### config.mk
export PLATFORM = sky130hd
export DESIGN_NAME = lru_key_value_cache
export DESIGN_NICKNAME = d
export VERILOG_FILES = /design/src/hw/rtl/lkv_pkg.sv /design/src/hw/rtl/lkv_ctrl.sv /design/src/hw/rtl/lkv_datapath.sv /design/src/hw/rtl/lru_key_value_cache.sv
export SDC_FILE = /design/constraint.sdc
export NUM_CORES = 2
export LEC_CHECK = 0
export BUFFER_PORTS_ARGS = -buffer_cell sky130_fd_sc_hd__buf_2
export CORE_MARGIN = 4
export CORE_UTILIZATION = 50
export CTS_BUF_LIST = sky130_fd_sc_hd__clkbuf_2
export CTS_CLUSTER_SIZE = 40
export DETAILED_ROUTE_END_ITERATION = 7
export PLACE_DENSITY_LB_ADDON = 0.1
export SLEW_MARGIN = 20
export SYNTH_ARGS = -nofsm -noshare
export SYNTH_HDL_FRONTEND = slang
export SYNTH_HIERARCHICAL = 1
export SYNTH_SLANG_ARGS = --single-unit
### constraint.sdc
create_clock -name clock -period 16.96 [get_ports clock]
set_input_delay 3.392 -clock clock [delete_from_list [all_inputs] [get_ports clock]]
set_output_delay 3.392 -clock clock [all_outputs]
set_load 0.005 [all_outputs]
### src/hw/rtl/lkv_pkg.sv
// Shared types and constants for the LRU key-value cache.
`default_nettype none
package lkv_pkg;

   localparam int KEY_WIDTH   = 32;
   localparam int VALUE_WIDTH = 32;
   localparam int CAP_WIDTH   = 5;

   localparam logic CMD_GET = 1'b0;
   localparam logic CMD_PUT = 1'b1;

   localparam logic [CAP_WIDTH-1:0] CAP_RESET = 5'd16;

   typedef struct packed {
      logic                          cmd;
      logic signed [KEY_WIDTH-1:0]   lookup_key;
      logic signed [VALUE_WIDTH-1:0] write_value;
   } req_type;

   typedef struct packed {
      logic                          hit;
      logic signed [VALUE_WIDTH-1:0] read_value;
      logic                          evicted;
   } rsp_type;

   typedef struct packed {
      logic load;     // capture an accepted request beat
      logic capture;  // register the lookup results
      logic commit;   // apply the update and load the response register
   } ctl_type;

endpackage
`default_nettype wire

### src/hw/rtl/lkv_ctrl.sv
// Controller state machine sequencing lookup and update of the LRU cache.
`default_nettype none
module lkv_ctrl (
   input  wire logic             clock,
   input  wire logic             reset,
   input  wire logic             req_valid,
   output logic                  req_stall,
   output logic                  rsp_valid,
   input  wire logic             rsp_stall,
   output lkv_pkg::ctl_type      ctl
);

   typedef enum logic [1:0] {
      ST_IDLE,
      ST_MATCH,
      ST_COMMIT
   } state_type;

   state_type state_ff;
   logic      rsp_valid_ff;
   logic      go;
   logic      accept;

   // The commit may proceed when the response register is empty or is drained this cycle.
   assign go        = !rsp_valid_ff || !rsp_stall;
   assign req_stall = !((state_ff == ST_IDLE) || ((state_ff == ST_COMMIT) && go));
   assign accept    = req_valid && !req_stall;
   assign rsp_valid = rsp_valid_ff;

   always_comb begin
      ctl.load    = accept;
      ctl.capture = (state_ff == ST_MATCH);
      ctl.commit  = (state_ff == ST_COMMIT) && go;
   end

   always_ff @(posedge clock) begin
      if (reset) begin
         state_ff     <= ST_IDLE;
         rsp_valid_ff <= 1'b0;
      end else begin
         unique case (state_ff)
            ST_IDLE: begin
               if (accept) state_ff <= ST_MATCH;
            end
            ST_MATCH: begin
               state_ff <= ST_COMMIT;
            end
            ST_COMMIT: begin
               if (go) state_ff <= accept ? ST_MATCH : ST_IDLE;
            end
            default: begin
               state_ff <= ST_IDLE;
            end
         endcase

         if ((state_ff == ST_COMMIT) && go) begin
            rsp_valid_ff <= 1'b1;
         end else if (!rsp_stall) begin
            rsp_valid_ff <= 1'b0;
         end
      end
   end

endmodule
`default_nettype wire

### src/hw/rtl/lkv_datapath.sv
// Datapath of the LRU cache: entry cells, key compare, recency ranks and response register.
`default_nettype none
module lkv_datapath #(
   parameter int DEPTH = 16
) (
   input  wire logic                            clock,
   input  wire logic                            reset,
   input  wire lkv_pkg::ctl_type                ctl,
   input  wire lkv_pkg::req_type                req_data,
   output lkv_pkg::rsp_type                     rsp_data,
   input  wire logic                            csr_write,
   input  wire logic [lkv_pkg::CAP_WIDTH-1:0]   csr_data
);

   localparam int IW   = (DEPTH > 1) ? $clog2(DEPTH) : 1;
   localparam int CW   = $clog2(DEPTH + 1);
   localparam int CAPW = (CW > lkv_pkg::CAP_WIDTH) ? CW : lkv_pkg::CAP_WIDTH;

   lkv_pkg::req_type                      req_ff;
   lkv_pkg::rsp_type                      rsp_ff;
   logic [lkv_pkg::CAP_WIDTH-1:0]         cap_ff;
   logic [lkv_pkg::KEY_WIDTH-1:0]         key_ff   [DEPTH];
   logic [lkv_pkg::VALUE_WIDTH-1:0]       value_mem[DEPTH];
   logic [DEPTH-1:0]                      valid_ff;
   logic [IW-1:0]                         rank_ff  [DEPTH];
   logic [CW-1:0]                         count_ff;

   logic                                  hit_ff;
   logic                                  ins_ff;
   logic                                  evict_ff;
   logic [IW-1:0]                         slot_ff;
   logic [IW-1:0]                         hrank_ff;
   logic [lkv_pkg::VALUE_WIDTH-1:0]       rd_ff;

   logic [DEPTH-1:0]                      match;
   logic                                  any_match;
   logic                                  hit_found;
   logic                                  free_found;
   logic [IW-1:0]                         hit_idx;
   logic [IW-1:0]                         lru_idx;
   logic [IW-1:0]                         free_idx;
   logic [IW-1:0]                         oldest_rank;
   logic [CAPW-1:0]                       cap_eff;
   logic                                  full;
   logic                                  is_put;

   assign is_put      = (req_ff.cmd == lkv_pkg::CMD_PUT);
   assign oldest_rank = IW'(count_ff - CW'(1));

   always_comb begin
      cap_eff = CAPW'(cap_ff);
      if (cap_eff == '0) cap_eff = CAPW'(1);
      if (cap_eff > CAPW'(DEPTH)) cap_eff = CAPW'(DEPTH);
   end

   assign full = (CAPW'(count_ff) >= cap_eff);

   // Parallel key compare and the lowest-index encoders for match and free slot.
   always_comb begin
      hit_found  = 1'b0;
      free_found = 1'b0;
      hit_idx    = '0;
      free_idx   = '0;
      lru_idx    = '0;
      for (int i = 0; i < DEPTH; i++) begin
         match[i] = valid_ff[i] && (key_ff[i] == req_ff.lookup_key);
         if (match[i] && !hit_found) begin
            hit_found = 1'b1;
            hit_idx   = IW'(i);
         end
         if (!valid_ff[i] && !free_found) begin
            free_found = 1'b1;
            free_idx   = IW'(i);
         end
         // Valid ranks always form 0 to count-1, so the oldest entry holds count-1.
         if (valid_ff[i] && (rank_ff[i] == oldest_rank)) begin
            lru_idx = IW'(i);
         end
      end
   end

   assign any_match = |match;

   always_ff @(posedge clock) begin
      if (ctl.load) req_ff <= req_data;
      if (ctl.capture) begin
         hit_ff   <= any_match;
         ins_ff   <= !any_match && is_put;
         evict_ff <= !any_match && is_put && full;
         hrank_ff <= rank_ff[hit_idx];
         if (any_match) begin
            slot_ff <= hit_idx;
         end else begin
            slot_ff <= full ? lru_idx : free_idx;
         end
      end
   end

   // Entry values: one write port and one registered read port.
   always_ff @(posedge clock) begin
      if (ctl.capture) rd_ff <= value_mem[hit_idx];
      if (ctl.commit && is_put && (hit_ff || ins_ff)) begin
         value_mem[slot_ff] <= req_ff.write_value;
      end
   end

   always_ff @(posedge clock) begin
      if (ctl.commit && ins_ff) key_ff[slot_ff] <= req_ff.lookup_key;
      if (ctl.commit) begin
         rsp_ff.hit        <= hit_ff;
         rsp_ff.read_value <= (hit_ff && !is_put) ? rd_ff : '0;
         rsp_ff.evicted    <= evict_ff;
      end
   end

   always_ff @(posedge clock) begin
      if (reset) begin
         cap_ff   <= lkv_pkg::CAP_RESET;
         valid_ff <= '0;
         count_ff <= '0;
         for (int i = 0; i < DEPTH; i++) rank_ff[i] <= '0;
      end else begin
         if (csr_write) cap_ff <= csr_data;
         if (ctl.commit) begin
            if (hit_ff) begin
               // Entries more recent than the touched one age by one.
               for (int i = 0; i < DEPTH; i++) begin
                  if (valid_ff[i] && (IW'(i) != slot_ff) && (rank_ff[i] < hrank_ff)) begin
                     rank_ff[i] <= rank_ff[i] + IW'(1);
                  end
               end
               rank_ff[slot_ff] <= '0;
            end else if (ins_ff) begin
               // Every other entry ages; an evicted slot is reused for the new pair.
               for (int i = 0; i < DEPTH; i++) begin
                  if (valid_ff[i] && (IW'(i) != slot_ff)) begin
                     rank_ff[i] <= rank_ff[i] + IW'(1);
                  end
               end
               rank_ff[slot_ff]  <= '0;
               valid_ff[slot_ff] <= 1'b1;
               if (!evict_ff) count_ff <= count_ff + CW'(1);
            end
         end
      end
   end

   assign rsp_data = rsp_ff;

endmodule
`default_nettype wire

### src/hw/rtl/lru_key_value_cache.sv
// An accepted request is registered, its lookup results are captured in the match state and
// its response is registered in the commit state, which waits on a held response. A new
// request is taken only when idle or at commit, as the next lookup must see the update done.
// Reset clears all entries, the count and the ranks at once, and sets capacity to 16.
// The configuration port is always ready.
`default_nettype none
module lru_key_value_cache #(
   parameter int DEPTH = 16
) (
   input  wire logic                            clock,
   input  wire logic                            reset,
   input  wire logic                            req_valid,
   output logic                                 req_stall,
   input  wire lkv_pkg::req_type                req_data,
   output logic                                 rsp_valid,
   input  wire logic                            rsp_stall,
   output lkv_pkg::rsp_type                     rsp_data,
   input  wire logic                            csr_valid,
   output logic                                 csr_ready,
   input  wire logic [lkv_pkg::CAP_WIDTH-1:0]   csr_data
);

   lkv_pkg::ctl_type ctl;

   assign csr_ready = 1'b1;

   lkv_ctrl u_ctrl (
      .clock     (clock),
      .reset     (reset),
      .req_valid (req_valid),
      .req_stall (req_stall),
      .rsp_valid (rsp_valid),
      .rsp_stall (rsp_stall),
      .ctl       (ctl)
   );

   lkv_datapath #(
      .DEPTH (DEPTH)
   ) u_datapath (
      .clock     (clock),
      .reset     (reset),
      .ctl       (ctl),
      .req_data  (req_data),
      .rsp_data  (rsp_data),
      .csr_write (csr_valid && csr_ready),
      .csr_data  (csr_data)
   );

endmodule
`default_nettype wire
==> metrics <==
status finished, final reports clean; critical path peak fanout 4; Clock Root Buffer clkbuf_2; fmax 135 MHz; per-cell routed wire length 24.3 um; Async SR Flop Fraction 0; Max clock buf depth 4; Seq cells post-synth 1259; ANT nets after route 0; die height 338 um; Reg clk slew, reported paths 0.10 ns; Rows 120; Die ar. 114000 um^2; vias in the first global route 32500; Core ar. 108000 um^2; most common cell in the netlist edfxtp_1; CTS tree done; top-area cell type share of the netlist area 0.645; Num CTS Buffers 340; Routed WL 139000 um; DRT Pass-1 Iters 5; io pins 112; TNS Setup 0 ns; cell taking the most area after synthesis edfxtp_1; # Post-CTS Setup Buffers 0; Worst Setup Slack, final 9.54 ns; CP Launch Type primary input; Leak Pwr 22.3 nW; critical register-to-register path startpoint u_datapath/req_ff[49]; area growth from synthesis to layout 9.56%; # setup viols final 0; largest net degree at the start of global routing 117; worst r2r path cells 14; sequential fraction of the synthesis area 0.679; Routability Congestion 0.836; largest cells by area after synthesis edfxtp_1, xor2_1, mux2i_1; Worst Hold Launch u_datapath/rd_ff[30]; CTS sink cnt 1259; # DRC 0; Post-DP HPWL 79900 um; Critical Path Sink req_stall; Initial Utilization 0.505; min Tclk post-route 7.42 ns; initial DRC count 2637; PnR Total Power 5.76 mW; clk_lat worst skew 1.59 ns; RSZ-0062 raised after global routing false; Peak VDD IR 0.0553 mV; Worst Skew 0.156 ns; reg2reg setup slack 10.62 ns; layout cell share with drive strength beyond 1 0.185; cell area after synthesis 54300 um^2; Worst Setup End Kind output port; Syn Nets 3852; # fillers 9054; first-pass GRT wire length 205000 um; CTS Hold Bufs 0; min-delay worst type reg -> reg; Worst Path Required 13.57 ns; Tot GR Track Use 0.243; r2r endpoint u_datapath/rd_ff[17]; initial antenna violation count 5; width of the die 338 um; # nets final 4244; Vias/cell 5.72; Place WS 9.53 ns; Crit Path Class in -> out; Most used DFF post-synth edfxtp_1; Mean Syn Cell Area 14.7 um^2; total global routing overflow 0; Power per Cell Area 96.8 nW/um^2; Tcrit/Tclk final 0.438; number of enable flip-flop cells after synthesis 1166; Synth warnings 6; Worst setup startpoint rsp_stall; number of max-cap violations 0; IO buf count 110; Commonest cells post-synth edfxtp_1, xor2_1, mux2i_1, nor2_1, xnor2_1; Final Hold Fails 0; routed vias 32700; PostCTS Resize Cnt 0; Pins Over Slew Limit 0; Worst Tran Pin Value 1.16 ns; htree depth 5; Distinct cells, synth 63; Slew HR 0.223; Worst EP arrival 4.03 ns; Mapped Cells 3706
-- cell type report --
class	instances	area, um^2	area share
flip-flops and latches	1259	36900	0.620
multi-input cells	2256	16500	0.278
clock buffers	496	2480	0.0417
well taps	1403	1760	0.0295
repair buffers	214	1340	0.0226
clock inverters	68	387	0.00650
inverters	27	101	0.00170
diodes	6	15.0	0.000252
-- cell usage in the layout (no fill, tap or decap), drive strengths merged, types with 3 or more instances in the layout --
master,netlist,layout
clkbuf,47,496
nand4,105,105
or4,19,19
or3,5,5
nand4b,19,19
nor2,238,238
dfxtp,93,93
a21o,7,7
or2,7,7
nand2,146,146
or3b,3,3
nor4b,22,22
mux2,7,7
and2,40,40
o211a,3,3
nor2b,21,21
nand3b,16,16
o22ai,139,139
bufinv,0,4
o21ai,41,41
inv,27,30
ha,71,71
a31oi,11,11
buf,117,214
clkinv,0,59
nand3,55,55
a211oi,6,6
edfxtp,1166,1166
and3,5,5
a21oi,66,66
and4,4,4
nand2b,39,39
nor3,73,73
diode,0,6
nor4,164,164
xor2,409,409
mux2i,301,301
xnor2,189,189
-- worst max-delay path: stages --
cell    delay [ns]
buf_2         0.13
and3_4        0.19
or2_1         0.19
buf_2         0.12
-- routing by layer --
| metal | vias up | GRT usage | wire length, um |
|---|---|---|---|
| met5 | - | 0 | 0 |
| met4 | 0 | 0.0821 | 2920 |
| met1 | 16400 | 0.361 | 65100 |
| li1 | 15000 | - | - |
| met2 | 1117 | 0.367 | 62200 |
| met3 | 248 | 0.0379 | 9010 |
-- through the flow --
stage,utilization,std cells,hold slack [ns],area (um^2)
final,0.553,5729,0.458,59500
after global routing,0.553,5725,0.499,59500
after CTS,0.553,5723,0.476,59500
after detailed placement,0.527,5159,0.501,56600
after global placement,0.527,5159,0.494,56600
after floorplan,-,3706,0.445,54300
-- cells by family (layout without fill, tap and decap cells) --
family | Yosys count | after routing | share of synthesized area
other | 1 | 7 | 0.0000691
multiplexers | 308 | 308 | 0.0569
AND/OR/NAND/NOR | 984 | 984 | 0.0965
buffers and inverters | 191 | 805 | 0.0211
adder cells (fa/ha/maj) | 71 | 71 | 0.0164
XOR/XNOR | 600 | 600 | 0.0973
flip-flops | 1259 | 1259 | 0.679
AO/OA/AOI/OAI | 292 | 292 | 0.0327
-- registers in the layout, indices dropped and copies added, names as in the netlist, 2 cells and up --
| register | flops |
|---|---|
| u_datapath/key_ff | 512 |
| u_datapath/req_ff | 64 |
| u_datapath/rank_ff | 64 |
| u_datapath/rsp_data | 34 |
| u_datapath/rd_ff | 32 |
| u_datapath/cap_ff | 5 |
| u_datapath/value_mem | 512 |
| u_datapath/valid_ff | 16 |
| u_datapath/count_ff | 5 |
| u_datapath/slot_ff | 4 |
| u_ctrl/state_ff | 2 |
| u_datapath/hrank_ff | 4 |
-- report_power, final --
part	internal, mW	switching (mW)	leakage [nW]
sequential	3.42	0.0423	11.3
clock	0.832	1.21	2.24
combinational	0.0813	0.181	8.75
total	4.33	1.43	22.3
-- how the worst min path moves through the flow --
stage | depth (start not counted) | to | slack, ns
4_1_cts | 1 | u_datapath/rsp_data[31] | 0.48
3_3_place_gp | 2 | u_datapath/cap_ff[0] | 0.49
6_report | 1 | u_datapath/rsp_data[31] | 0.46
2_1_floorplan | 0 | u_datapath/rsp_data[0] | 0.45
5_1_grt | 1 | u_datapath/rsp_data[31] | 0.50
3_5_place_dp | 2 | u_datapath/cap_ff[0] | 0.50
Note: power is estimated with default switching activity, not from simulation.
